==> src/hdl/hlnc_pkg.sv <==
`default_nettype none

package hlnc_pkg;

  localparam int TAPS     = 16;
  localparam int LAG      = 10;
  localparam int LINE_LEN = TAPS + LAG;
  localparam int TAP_W    = $clog2(TAPS);
  localparam int LINE_W   = $clog2(LINE_LEN);

  localparam int SMP_W  = 16;
  localparam int WGT_W  = 24;
  localparam int STEP_W = 16;
  localparam int MU_W   = 24;
  localparam int ACC_W  = WGT_W + SMP_W + TAP_W;
  localparam int EST_W  = ACC_W - 21;
  localparam int ENG_W  = 2 * SMP_W + TAP_W + 1;
  localparam int NUM_W  = MU_W + STEP_W;
  localparam int DSH_W  = ENG_W + STEP_W - 1;
  localparam int CNT_W  = (TAP_W > $clog2(STEP_W)) ? TAP_W : $clog2(STEP_W);

  localparam int CFG_IDX_W = 3;
  localparam int CFG_DAT_W = 24;

  localparam logic [15:0] ALPHA_RST = 16'd64520;
  localparam logic [23:0] MU_RST    = 24'd33554;
  localparam logic [15:0] LEAK_RST  = 16'd65470;
  localparam logic [15:0] LIMIT_RST = 16'd3277;
  localparam logic [23:0] FLOOR_RST = 24'd16777;

  typedef enum logic [CFG_IDX_W-1:0] {
    REG_HP_ALPHA     = 3'd0,
    REG_STEP_SIZE    = 3'd1,
    REG_LEAK_FACTOR  = 3'd2,
    REG_STEP_LIMIT   = 3'd3,
    REG_ENERGY_FLOOR = 3'd4
  } reg_idx_t;

  typedef struct packed {
    logic [15:0] alpha;
    logic [23:0] mu;
    logic [15:0] leak;
    logic [15:0] limit;
    logic [23:0] floor_e;
  } cfg_t;

  typedef struct packed {
    logic             take;
    logic             hp_mul;
    logic             hp_fin;
    logic             sum_rd;
    logic             est;
    logic             div_step;
    logic             step;
    logic             se;
    logic             upd_rd;
    logic             out_load;
    logic [TAP_W-1:0] idx;
  } cmd_t;

  typedef struct packed {
    logic out_free;
  } sts_t;

  function automatic logic signed [15:0] sat16(input logic signed [23:0] v);
    logic signed [15:0] r;
    if (v > 24'sd32767) begin
      r = 16'sh7FFF;
    end else if (v < -24'sd32768) begin
      r = 16'sh8000;
    end else begin
      r = v[15:0];
    end
    return r;
  endfunction

  function automatic logic signed [23:0] sat24(input logic signed [31:0] v);
    logic signed [23:0] r;
    if (v > 32'sd8388607) begin
      r = 24'sh7FFFFF;
    end else if (v < -32'sd8388608) begin
      r = 24'sh800000;
    end else begin
      r = v[23:0];
    end
    return r;
  endfunction

endpackage

`default_nettype wire

==> src/hdl/hlnc_ctrl.sv <==
`default_nettype none

module hlnc_ctrl (
  input  wire logic           clk,
  input  wire logic           rst_n,
  input  wire logic           in_valid,
  output logic                in_ready,
  input  wire hlnc_pkg::sts_t sts,
  output hlnc_pkg::cmd_t      cmd
);

  typedef enum logic [11:0] {
    S_IDLE  = 12'b0000_0000_0001,
    S_HPMUL = 12'b0000_0000_0010,
    S_HPFIN = 12'b0000_0000_0100,
    S_SUM   = 12'b0000_0000_1000,
    S_SUMW  = 12'b0000_0001_0000,
    S_EST   = 12'b0000_0010_0000,
    S_DIV   = 12'b0000_0100_0000,
    S_STEP  = 12'b0000_1000_0000,
    S_SE    = 12'b0001_0000_0000,
    S_UPD   = 12'b0010_0000_0000,
    S_UPDW  = 12'b0100_0000_0000,
    S_DONE  = 12'b1000_0000_0000
  } state_t;

  localparam logic [hlnc_pkg::CNT_W-1:0] TAP_LAST = hlnc_pkg::CNT_W'(hlnc_pkg::TAPS - 1);
  localparam logic [hlnc_pkg::CNT_W-1:0] DIV_LAST = hlnc_pkg::CNT_W'(hlnc_pkg::STEP_W - 1);

  state_t                      state_r, state_nxt;
  logic [hlnc_pkg::CNT_W-1:0]  cnt_r, cnt_nxt;

  assign in_ready = (state_r == S_IDLE) && rst_n;

  always_comb begin
    state_nxt = state_r;
    cnt_nxt   = cnt_r;
    cmd       = '0;
    cmd.idx   = cnt_r[hlnc_pkg::TAP_W-1:0];
    unique case (state_r)
      S_IDLE: begin
        if (in_valid) begin
          cmd.take  = 1'b1;
          state_nxt = S_HPMUL;
        end
      end
      S_HPMUL: begin
        cmd.hp_mul = 1'b1;
        state_nxt  = S_HPFIN;
      end
      S_HPFIN: begin
        cmd.hp_fin = 1'b1;
        cnt_nxt    = '0;
        state_nxt  = S_SUM;
      end
      S_SUM: begin
        cmd.sum_rd = 1'b1;
        if (cnt_r == TAP_LAST) begin
          cnt_nxt   = '0;
          state_nxt = S_SUMW;
        end else begin
          cnt_nxt = cnt_r + 1'b1;
        end
      end
      S_SUMW: begin
        state_nxt = S_EST;
      end
      S_EST: begin
        cmd.est   = 1'b1;
        cnt_nxt   = '0;
        state_nxt = S_DIV;
      end
      S_DIV: begin
        cmd.div_step = 1'b1;
        if (cnt_r == DIV_LAST) begin
          cnt_nxt   = '0;
          state_nxt = S_STEP;
        end else begin
          cnt_nxt = cnt_r + 1'b1;
        end
      end
      S_STEP: begin
        cmd.step  = 1'b1;
        state_nxt = S_SE;
      end
      S_SE: begin
        cmd.se    = 1'b1;
        cnt_nxt   = '0;
        state_nxt = S_UPD;
      end
      S_UPD: begin
        cmd.upd_rd = 1'b1;
        if (cnt_r == TAP_LAST) begin
          cnt_nxt   = '0;
          state_nxt = S_UPDW;
        end else begin
          cnt_nxt = cnt_r + 1'b1;
        end
      end
      S_UPDW: begin
        state_nxt = S_DONE;
      end
      S_DONE: begin
        if (sts.out_free) begin
          cmd.out_load = 1'b1;
          state_nxt    = S_IDLE;
        end
      end
      default: begin
        state_nxt = S_IDLE;
        cnt_nxt   = '0;
      end
    endcase
  end

  always_ff @(posedge clk) begin
    if (!rst_n) begin
      state_r <= S_IDLE;
      cnt_r   <= '0;
    end else begin
      state_r <= state_nxt;
      cnt_r   <= cnt_nxt;
    end
  end

endmodule

`default_nettype wire

==> config.mk <==
export PLATFORM = sky130hd
export DESIGN_NAME = hlnc_ctrl
export DESIGN_NICKNAME = d
export VERILOG_FILES = /design/src/hdl/hlnc_pkg.sv /design/src/hdl/hlnc_ctrl.sv
export SDC_FILE = /design/constraint.sdc
export NUM_CORES = 1
export LEC_CHECK = 0
export BUFFER_PORTS_ARGS = -buffer_cell sky130_fd_sc_hd__clkbuf_2
export CAP_MARGIN = 20
export CORE_UTILIZATION = 49
export CTS_CLUSTER_SIZE = 25
export DETAILED_ROUTE_END_ITERATION = 10
export HOLD_SLACK_MARGIN = 0.1
export PLACE_DENSITY = 0.8
export RECOVER_POWER = 25
export SLEW_MARGIN = 20
export SYNTH_ARGS = -nofsm -noshare
export SYNTH_HDL_FRONTEND = slang
export SYNTH_SLANG_ARGS = --single-unit
==> constraint.sdc <==
create_clock -name clk -period 3.88 [get_ports clk]
set_input_delay 0.194 -clock clk [delete_from_list [all_inputs] [get_ports clk]]
set_output_delay 0.194 -clock clk [all_outputs]
set_load 0.05 [all_outputs]
==> metrics.md <==
| Metric | Value |
|---|---|
| Status | completed |
| Number of port buffers | 18 |
| Data required, critical path | 3.69 ns |
| Die height | 47.82 um |
| CTS root buffer | clkbuf_4 |
| Hold Slack | 0.1836 ns |
| Vias in the first global route | 841 |
| H-tree depth | 1 |
| Crit start category | flop |
| Synthesized cell area | 1028 sq um |
| Row count | 16 |
| Drt wl/cell | 14.14 um |
| Peak supply drop | 221.4 uV |
| Ys async rst share | 0% |
| Maxcap violations | 0 |
| Main synth FF type | dfxtp_1 |
| First-pass GRT wire length | 3581 um |
| Slew @ Worst Pin | 0.8612 ns |
| Static Leak | 0.4451 nW |
| EDFF count, synth | 0 |
| CTS tree | yes |
| Post-route ant nets | 0 |
| Leading cell type in the layout, fill and taps excluded | dfxtp_1 |
| Starting Density | 52.42% |
| Hold Crit Class | input pin to flop |
| Area Growth Syn to Fin | 9.246% |
| HPWL after DPL | 1740 um |
| WL final | 2262 um |
| Final Hold Vio Count | 0 |
| Clk_lat worst skew | 0.29 ns |
| Setup Fix Bufs, Post-CTS | 0 |
| Largest net degree at the start of global routing | 10 |
| # setup viols final | 0 |
| Final period util | 68.87% |
| Share of cells above drive strength 1 | 21.05% |
| Die Span X | 47.82 um |
| Vias | 963 |
| # nets final | 139 |
| All-layer global routing usage | 22.45% |
| RePlAce Congestion | 0.8742 |
| Slew Limit Fails | 0 |
| Synthesis Warnings | 0 |
| Pwr dens | 345.7 nW/um^2 |
| DRT iter0 DRCs | 29 |
| Ranking of synthesized cells by area | dfxtp_1, nor4_4, nor2_1 |
| Register Area | 320.3 sq um |
| Synth area leader | dfxtp_1 |
| PnR worst setup slack | 1.208 ns |
| Relative slew margins | 42.05% |
| CTS buffer count | 3 |
| First-pass detailed-route iteration total | 4 |
| Overflow after GRT | 0 |
| CP Capture Type | primary output |
| Post_cts resized | 0 |
| Mapped Cells | 117 |
| Setup TNS | 0 ns |
| Commonest cells after routing, fill and taps aside | dfxtp_1, clkbuf_2, nor2_1 |
| Area share of the largest cell type after synthesis | 31.14% |
| IO Pins | 19 |
| Fillers | 210 |
| Initial antenna violation count | 0 |
| CP max FO | 7 |
| Worst setup path category | flop to primary output |
| RSZ-0062 raised after global routing | no |
| Synth Area per Inst | 8.790 sq um |
| Netlist cell types | 37 |
| Clock-pin slew on the worst setup and hold paths | 0.09 ns |
| Setup skew after layout | 0.002476 ns |
| Drt drc | 0 |
| Die area | 2286 sq um |
| Syn_nets | 122 |
| CTS Sinks | 16 |
| Place WS | 1.889 ns |
| Vias per Instance | 6.019 |
| Hold Buf Count CTS | 0 |
| Core region area | 1962 sq um |
| Fraction of the yosys area taken by sequential cells | 31.14% |
| Arr. time, crit path | 2.48 ns |
| Area occupied by multi-input gates | 621.8 sq um |
| Bufs on Longest Clock Path | 2 |
| Number of synthesized register bits | 16 |
| Antenna cells | 0 |
| Period minus WS final | 2.672 ns |
| FMAX | 0.3742 GHz |
[final cells by class]
class,instances,area share [%]
multi-input combinational,88,55.35
sequential,16,28.51
timing repair buffer,18,7.572
clock buffer,4,3.229
tap,27,3.007
inverter,7,2.339
[power by group]
| part | leakage (nW) | total [mW] | internal, mW | switching, mW |
|---|---|---|---|---|
| Sequential | 0.129 | 0.183 | 0.169 | 0.0135 |
| Combinational | 0.295 | 0.0948 | 0.0309 | 0.0639 |
| Clock | 0.0210 | 0.111 | 0.0572 | 0.0538 |
[logic make-up (layout without fill, tap and decap cells)]
| family | after synthesis | after routing | share of synthesized area, % |
|---|---|---|---|
| buffers and inverters | 13 | 29 | 6.327 |
| xor gates and xnor gates | 5 | 5 | 4.258 |
| muxes | 1 | 1 | 0.9733 |
| adders and majority gates | 1 | 1 | 1.216 |
| DFF | 16 | 16 | 31.14 |
| and+or+nand+nor | 60 | 60 | 42.09 |
| AOI/OAI and AO/OA | 21 | 21 | 13.99 |
[critical path: stages, from the launching register on]
cell and delay, ns:
dfxtp_1 0.40, nor4_1 0.78, nand2_1 0.26, nor3_1 0.25, and4b_1 0.22, clkbuf_2 0.27
[per-layer routing]
layer  vias to the layer above  wire length, um  GRT usage (%)
li1                        459                -              -
met1                       455             1004          29.06
met2                        35             1088          36.76
met3                        14              100          3.019
met4                         0               70          10.56
met5                         -                0              0
[worst paths after layout]
check	endpoint	cells after the start	from	slack [ns]
hold / removal	state_r[6]	2	rst_n	0.18
setup reg to reg	state_r[5]	5	state_r[5]	1.43
hold reg to reg	cnt_r[1]	2	cnt_r[1]	0.50
setup / recovery	cmd[4]	5	state_r[5]	1.21
[metrics by stage]
| step | util [%] | instances | total power [mW] | area (sq um) |
|---|---|---|---|---|
| floorplan | - | 117 | 0.2589 | 1028 |
| global placement | 56.76 | 156 | 0.2783 | 1114 |
| detailed placement | 56.76 | 156 | 0.2792 | 1114 |
| CTS | 58.61 | 160 | 0.3877 | 1150 |
| global route | 57.27 | 160 | 0.4047 | 1124 |
| finish | 57.27 | 160 | 0.3884 | 1124 |
[cells in the mapped netlist, types with 2 or more instances]
| master | number |
|---|---|
| dfxtp_1 | 16 |
| nor2_1 | 12 |
| nand2_1 | 9 |
| inv_1 | 7 |
| nor4_1 | 5 |
| o21a_1 | 5 |
| buf_2 | 4 |
| nor3_1 | 4 |
| nor3b_1 | 4 |
| nor4b_1 | 4 |
| o21ai_0 | 4 |
| o21ai_1 | 4 |
| xnor2_1 | 4 |
| nand4_1 | 3 |
| nor2b_1 | 3 |
| nor3b_2 | 3 |
| nor4_4 | 3 |
| a21oi_1 | 2 |
| and4b_1 | 2 |
| nor4b_2 | 2 |
[state kept, by name, summed over array words and instances, names as in the netlist]
register  cells
state_r      12
cnt_r         4
Note: power is estimated with default switching activity, not from simulation.
