$ cat src/hdl/hlnc_pkg.sv
`default_nettype none

package hlnc_pkg;

  localparam int TAPS     = 16;
  localparam int LAG      = 10;
  localparam int LINE_LEN = TAPS + LAG;
  localparam int TAP_W    = $clog2(TAPS);
  localparam int LINE_W   = $clog2(LINE_LEN);

  localparam int SMP_W  = 16;
  localparam int WGT_W  = 24;
  localparam int STEP_W = 16;
  localparam int MU_W   = 24;
  localparam int ACC_W  = WGT_W + SMP_W + TAP_W;
  localparam int EST_W  = ACC_W - 21;
  localparam int ENG_W  = 2 * SMP_W + TAP_W + 1;
  localparam int NUM_W  = MU_W + STEP_W;
  localparam int DSH_W  = ENG_W + STEP_W - 1;
  localparam int CNT_W  = (TAP_W > $clog2(STEP_W)) ? TAP_W : $clog2(STEP_W);

  localparam int CFG_IDX_W = 3;
  localparam int CFG_DAT_W = 24;

  localparam logic [15:0] ALPHA_RST = 16'd64520;
  localparam logic [23:0] MU_RST    = 24'd33554;
  localparam logic [15:0] LEAK_RST  = 16'd65470;
  localparam logic [15:0] LIMIT_RST = 16'd3277;
  localparam logic [23:0] FLOOR_RST = 24'd16777;

  typedef enum logic [CFG_IDX_W-1:0] {
    REG_HP_ALPHA     = 3'd0,
    REG_STEP_SIZE    = 3'd1,
    REG_LEAK_FACTOR  = 3'd2,
    REG_STEP_LIMIT   = 3'd3,
    REG_ENERGY_FLOOR = 3'd4
  } reg_idx_t;

  typedef struct packed {
    logic [15:0] alpha;
    logic [23:0] mu;
    logic [15:0] leak;
    logic [15:0] limit;
    logic [23:0] floor_e;
  } cfg_t;

  typedef struct packed {
    logic             take;
    logic             hp_mul;
    logic             hp_fin;
    logic             sum_rd;
    logic             est;
    logic             div_step;
    logic             step;
    logic             se;
    logic             upd_rd;
    logic             out_load;
    logic [TAP_W-1:0] idx;
  } cmd_t;

  typedef struct packed {
    logic out_free;
  } sts_t;

  function automatic logic signed [15:0] sat16(input logic signed [23:0] v);
    logic signed [15:0] r;
    if (v > 24'sd32767) begin
      r = 16'sh7FFF;
    end else if (v < -24'sd32768) begin
      r = 16'sh8000;
    end else begin
      r = v[15:0];
    end
    return r;
  endfunction

  function automatic logic signed [23:0] sat24(input logic signed [31:0] v);
    logic signed [23:0] r;
    if (v > 32'sd8388607) begin
      r = 24'sh7FFFFF;
    end else if (v < -32'sd8388608) begin
      r = 24'sh800000;
    end else begin
      r = v[23:0];
    end
    return r;
  endfunction

endpackage

`default_nettype wire

$ cat src/hdl/hlnc_cfg.sv
`default_nettype none

module hlnc_cfg (
  input  wire logic                           clk,
  input  wire logic                           rst_n,
  input  wire logic                           cfg_valid,
  output logic                                cfg_ready,
  input  wire logic [hlnc_pkg::CFG_IDX_W-1:0] cfg_index,
  input  wire logic [hlnc_pkg::CFG_DAT_W-1:0] cfg_data,
  output hlnc_pkg::cfg_t                      cfg
);

  hlnc_pkg::cfg_t cfg_r;
  hlnc_pkg::cfg_t cfg_nxt;

  assign cfg_ready = rst_n;
  assign cfg       = cfg_r;

  always_comb begin
    cfg_nxt = cfg_r;
    if (cfg_valid) begin
      unique case (cfg_index)
        hlnc_pkg::REG_HP_ALPHA:     cfg_nxt.alpha   = cfg_data[15:0];
        hlnc_pkg::REG_STEP_SIZE:    cfg_nxt.mu      = cfg_data[23:0];
        hlnc_pkg::REG_LEAK_FACTOR:  cfg_nxt.leak    = cfg_data[15:0];
        hlnc_pkg::REG_STEP_LIMIT:   cfg_nxt.limit   = cfg_data[15:0];
        hlnc_pkg::REG_ENERGY_FLOOR: cfg_nxt.floor_e = cfg_data[23:0];
        default:                    cfg_nxt = cfg_r;
      endcase
    end
  end

  always_ff @(posedge clk) begin
    if (!rst_n) begin
      cfg_r.alpha   <= hlnc_pkg::ALPHA_RST;
      cfg_r.mu      <= hlnc_pkg::MU_RST;
      cfg_r.leak    <= hlnc_pkg::LEAK_RST;
      cfg_r.limit   <= hlnc_pkg::LIMIT_RST;
      cfg_r.floor_e <= hlnc_pkg::FLOOR_RST;
    end else begin
      cfg_r <= cfg_nxt;
    end
  end

endmodule

`default_nettype wire

$ cat config.mk
export PLATFORM = sky130hd
export DESIGN_NAME = hlnc_cfg
export DESIGN_NICKNAME = d
export VERILOG_FILES = /design/src/hdl/hlnc_pkg.sv /design/src/hdl/hlnc_cfg.sv
export SDC_FILE = /design/constraint.sdc
export NUM_CORES = 1
export LEC_CHECK = 0
export BUFFER_PORTS_ARGS = -buffer_cell sky130_fd_sc_hd__buf_4
export CELL_PAD_IN_SITES_DETAIL_PLACEMENT = 1
export CELL_PAD_IN_SITES_GLOBAL_PLACEMENT = 2
export CORE_ASPECT_RATIO = 0.5
export CORE_MARGIN = 2
export CORE_UTILIZATION = 27
export DETAILED_ROUTE_END_ITERATION = 8
export PLACE_DENSITY = 0.78
export SLEW_MARGIN = 0
export SYNTH_ARGS = -nofsm -noshare
export SYNTH_HDL_FRONTEND = slang
export SYNTH_SLANG_ARGS = --single-unit
$ cat constraint.sdc
create_clock -name clk -period 1.2 [get_ports clk]
set_input_delay 0.36 -clock clk [delete_from_list [all_inputs] [get_ports clk]]
set_output_delay 0.36 -clock clk [all_outputs]
set_load 0.005 [all_outputs]
==> out/summary.md <==
In this run the critical register-to-register path is captured at cfg[54]$_SDFFE_PN1P_. The worst-case IR drop observed on VDD is 843 µV. The number of storage elements in the synthesis netlist works out to 96.

The run gives 0 as the initial antenna violation count. For the final database, setup skew stands at 0 ns. Fill cells in the final layout number 1,551. The tools report the half-perimeter wire length after placement as 7940 µm.

The number of hold violations in the final report is 0, and the maximum fanout along the worst path is 2. For this run, the number of standard cells in the final layout without fillers is 703. The tools report the remaining antenna violation count as 0.

For the highest clock rate, the log shows 0.857 GHz. In this run the power spent charging and discharging nets is 1.53 mW. The capturing element of the worst setup path is cfg[61]. The number of flip-flops under the largest register name was 96. The worst setup path is launched from a flip-flop.

The buffers plus inverters on the worst setup path is 1, and the count of final setup violators is 0. The number of buffers created by CTS is 9, and the ratio of total power to cell area is 1280 mW/mm². The run gives 0.711 as the weighted congestion reported at the end of routability-driven placement. The tool flagged a number of max-cap violations equal to 0. The delay of the slowest cell on the worst path is 0.35 ns.

For this design, the CTS-stage hold fixing added 0 buffers. For this design, the slowest cell found on the critical path is sky130_fd_sc_hd__dfxtp_1. The min-delay analysis places its worst path in the category input pin to flip-flop. Entering global routing, the biggest net connects 25 pins. The transition at the pin with the smallest max-transition slack was 0.306 ns. The run gives 0.00551 mm² as the final design area excluding fillers. The total of buffers placed on input and output ports is 126, and the cell count after synthesis is 363. In the final routed layout, each cell accounts on average for 14.9 µm. Across all setup checks in the final design, the least slack found is 0.0332 ns.

After detailed placement, the total cell area comes to 0.00517 mm². After Yosys synthesis, full adders, half adders and majority gates account for 0% of the synthesized area. The relative area change from synthesis to final layout works out to 46.8%. The number of resized instances in the post-cts repair step was 1; the internal power was 5.54 mW.

The number of nets handed over by synthesis was 393. The tools report the number of pins with negative max-slew slack in the final report as 0. The run gives 16,200 µm as the first-pass GRT wire length. The H-tree generated during clock tree synthesis spans 3 levels. Measured against its own limit, the worst slew margin works out to 79.6%. The multiplexer fraction of the synthesized cell area came out at 25.6%. At the end of the flow, the number of nets in the layout was 537. The number of logic stages on the critical path including buffering was 1; the share of total power in sequential cells was 46.7%.

The tools report the detailed-route DRC error count as 0. For the logic gate share of total power, the log shows 8.9%. The clock network is responsible for 44.5% of the overall power. The total wire length was 10,500 µm; the horizontal extent of the die was 171 µm. For this design the static power due to leakage is 2.57 nW. The tools report the sequential element share of the synthesized area as 51.1%. Detailed routing inserted a total of 2,958 vias. Critical path's top delay family: flip-flops.

Fraction of the mapped netlist area in compound gates: 0%. TritonCTS built the clock tree. For the yosys synthesis warning count, the log shows 0. The critical path data required time came out at 0.84 ns.

The first detailed-routing pass ran for 4 iterations. Number of distinct library cell variants in the gate-level netlist after synthesis: 14. The final total negative setup slack was 0 ns; the data arrival time of the critical path was 0.81 ns. The die covers 0.0149 mm².

The synthesized-area fraction occupied by xor and xnor cells was 0%. Measured in cells, the most critical reg-to-reg path has a length of 2. Of the cells placed in the final design, the portion with a size suffix greater than 1 is 37.6%. The clock latency at the later pin of the worst-skew pair came out at 0.33 ns. The worst setup path category is flip-flop to primary output.

The total global routing overflow is 0. The tools report the setup slack of the worst register-to-register path as 0.54 ns. Measured along the y axis, the die boundary spans 87.4 µm. The clock-pin slew on the worst setup and hold paths came out at 0.07 ns.

The start of the worst register-to-register path is cfg[54]$_SDFFE_PN1P_. Combinational family with the most area after synthesis: multiplexers. Dividing the detail-routed via count by the number of cells gives 4.21.

For the clock tree buffer depth, the log shows 2. The number of violations reported at the end of detailed-routing iteration 0 was 82; the basic-gate share of the synthesized area counting and, or, nand and nor cells was 19.7%. Pin placement for this block handled 127 I/O pins. Traced cell by cell, the critical path runs through buf_4. The worst setup path is captured at a primary output.

At the placement stage, the worst setup path has a slack of -0.262 ns. The flow ran to the end, and the final reports show no timing, DRC or antenna violations. The number of sinks driven by the clock tree is 96, and the post-placement cell count is 688. The post-CTS repair timing setup buffer count is 0, and the floorplan core area is 0.0136 mm².

The logs give 30 for the floorplan row count and 3,085 for the via count of the first global-routing pass. The shortest period the worst path allows is 1.17 ns, and the global-route total usage across every layer is 14.1%. The starting utilization of the core area came out at 27.7%. The startpoint of the worst setup timing path is cfg[61]$_SDFFE_PN0P_. Dividing the final minimum period by the clock period gives 97.2%.

For the antenna cell count, the log shows 0. The cell area after synthesis is 0.00376 mm², and the post-synthesis average cell area is 10.4 µm². The tree is rooted in a sky130_fd_sc_hd__clkbuf_16.

Switching part of the total power: 21.6%.
Yosys cell counts:
master                       n  area (µm²)
sky130_fd_sc_hd__buf_2       8        40.0
sky130_fd_sc_hd__dfxtp_1    96        1920
sky130_fd_sc_hd__or4b_4      1        13.8
sky130_fd_sc_hd__and4b_1     1        10.0
sky130_fd_sc_hd__mux2i_1    96         961
sky130_fd_sc_hd__nand4b_1    1        8.76
sky130_fd_sc_hd__clkbuf_1   14        52.6
sky130_fd_sc_hd__and4bb_2    2        25.0
sky130_fd_sc_hd__buf_6       1        11.3
sky130_fd_sc_hd__buf_4       4        30.0
sky130_fd_sc_hd__nand2_1    82         308
sky130_fd_sc_hd__nor4b_2     1        15.0
sky130_fd_sc_hd__nand4bb_1   2        22.5
sky130_fd_sc_hd__nor2b_1    54         338
layout by cell type (no fill, tap or decap), drive strengths merged:
master,n
and4bb,2
bufinv,2
dfxtp,96
clkinvlp,1
and4b,1
inv,1
mux2i,96
nand2,82
clkbuf,11
nand4bb,2
nand4b,1
nor4b,1
nor2b,54
or4b,1
buf,160
worst min-delay path by stage:
stage          depth (start not counted)                 start  slack (ns)              endpoint
5_1_grt                                3           cfg_data[3]        0.29  cfg[59]$_SDFFE_PN0P_
3_5_place_dp                           2  cfg[66]$_SDFFE_PN0P_        0.45  cfg[66]$_SDFFE_PN0P_
6_report                               3           cfg_data[6]        0.30  cfg[30]$_SDFFE_PN1P_
2_1_floorplan                          2  cfg[32]$_SDFFE_PN0P_        0.45  cfg[32]$_SDFFE_PN0P_
3_3_place_gp                           2   cfg[4]$_SDFFE_PN0P_        0.45   cfg[4]$_SDFFE_PN0P_
4_1_cts                                3           cfg_data[3]        0.29  cfg[59]$_SDFFE_PN0P_
per-stage QoR:
step / power (mW) / util [%] / hold slack, ns
2_1_floorplan: 3.63 / - / 0.451
3_3_place_gp: 3.99 / 38.0 / 0.446
3_5_place_dp: 4.00 / 38.0 / 0.452
4_1_cts: 7.17 / 40.5 / 0.285
5_1_grt: 7.38 / 40.6 / 0.289
6_report: 7.06 / 40.6 / 0.296
area by class of cell:
class | instances | area (µm²) | share of cell area [%]
Clock buffer | 11 | 253 | 4.58
Tap cell | 192 | 240 | 4.36
Timing Repair Buffer | 160 | 1290 | 23.4
Clock inverter | 4 | 76.3 | 1.38
Multi-Input combinational cell | 240 | 1720 | 31.1
Sequential cell | 96 | 1940 | 35.1
layer usage:
layer	GRT usage, %	wire length (µm)	vias to the layer above
met3	4.00	495	8
met5	0	0	-
met2	23.9	5110	48
met1	18.0	4800	1416
met4	3.00	94	0
li1	-	-	1486
logic make-up after synthesis:
kind of cell | Yosys count
and+or+nand+nor | 144
muxes | 96
DFF | 96
buffers and inverters | 27
power by group through the flow:
stage	logic (mW)	registers [mW]	clock network [mW]
after floorplan	0.264	3.37	0
after global placement	0.626	3.37	0
after detailed placement	0.634	3.37	0
after CTS	0.637	3.30	3.23
after global routing	0.681	3.30	3.39
final	0.626	3.30	3.14
Power figures use the tool's default switching activity.
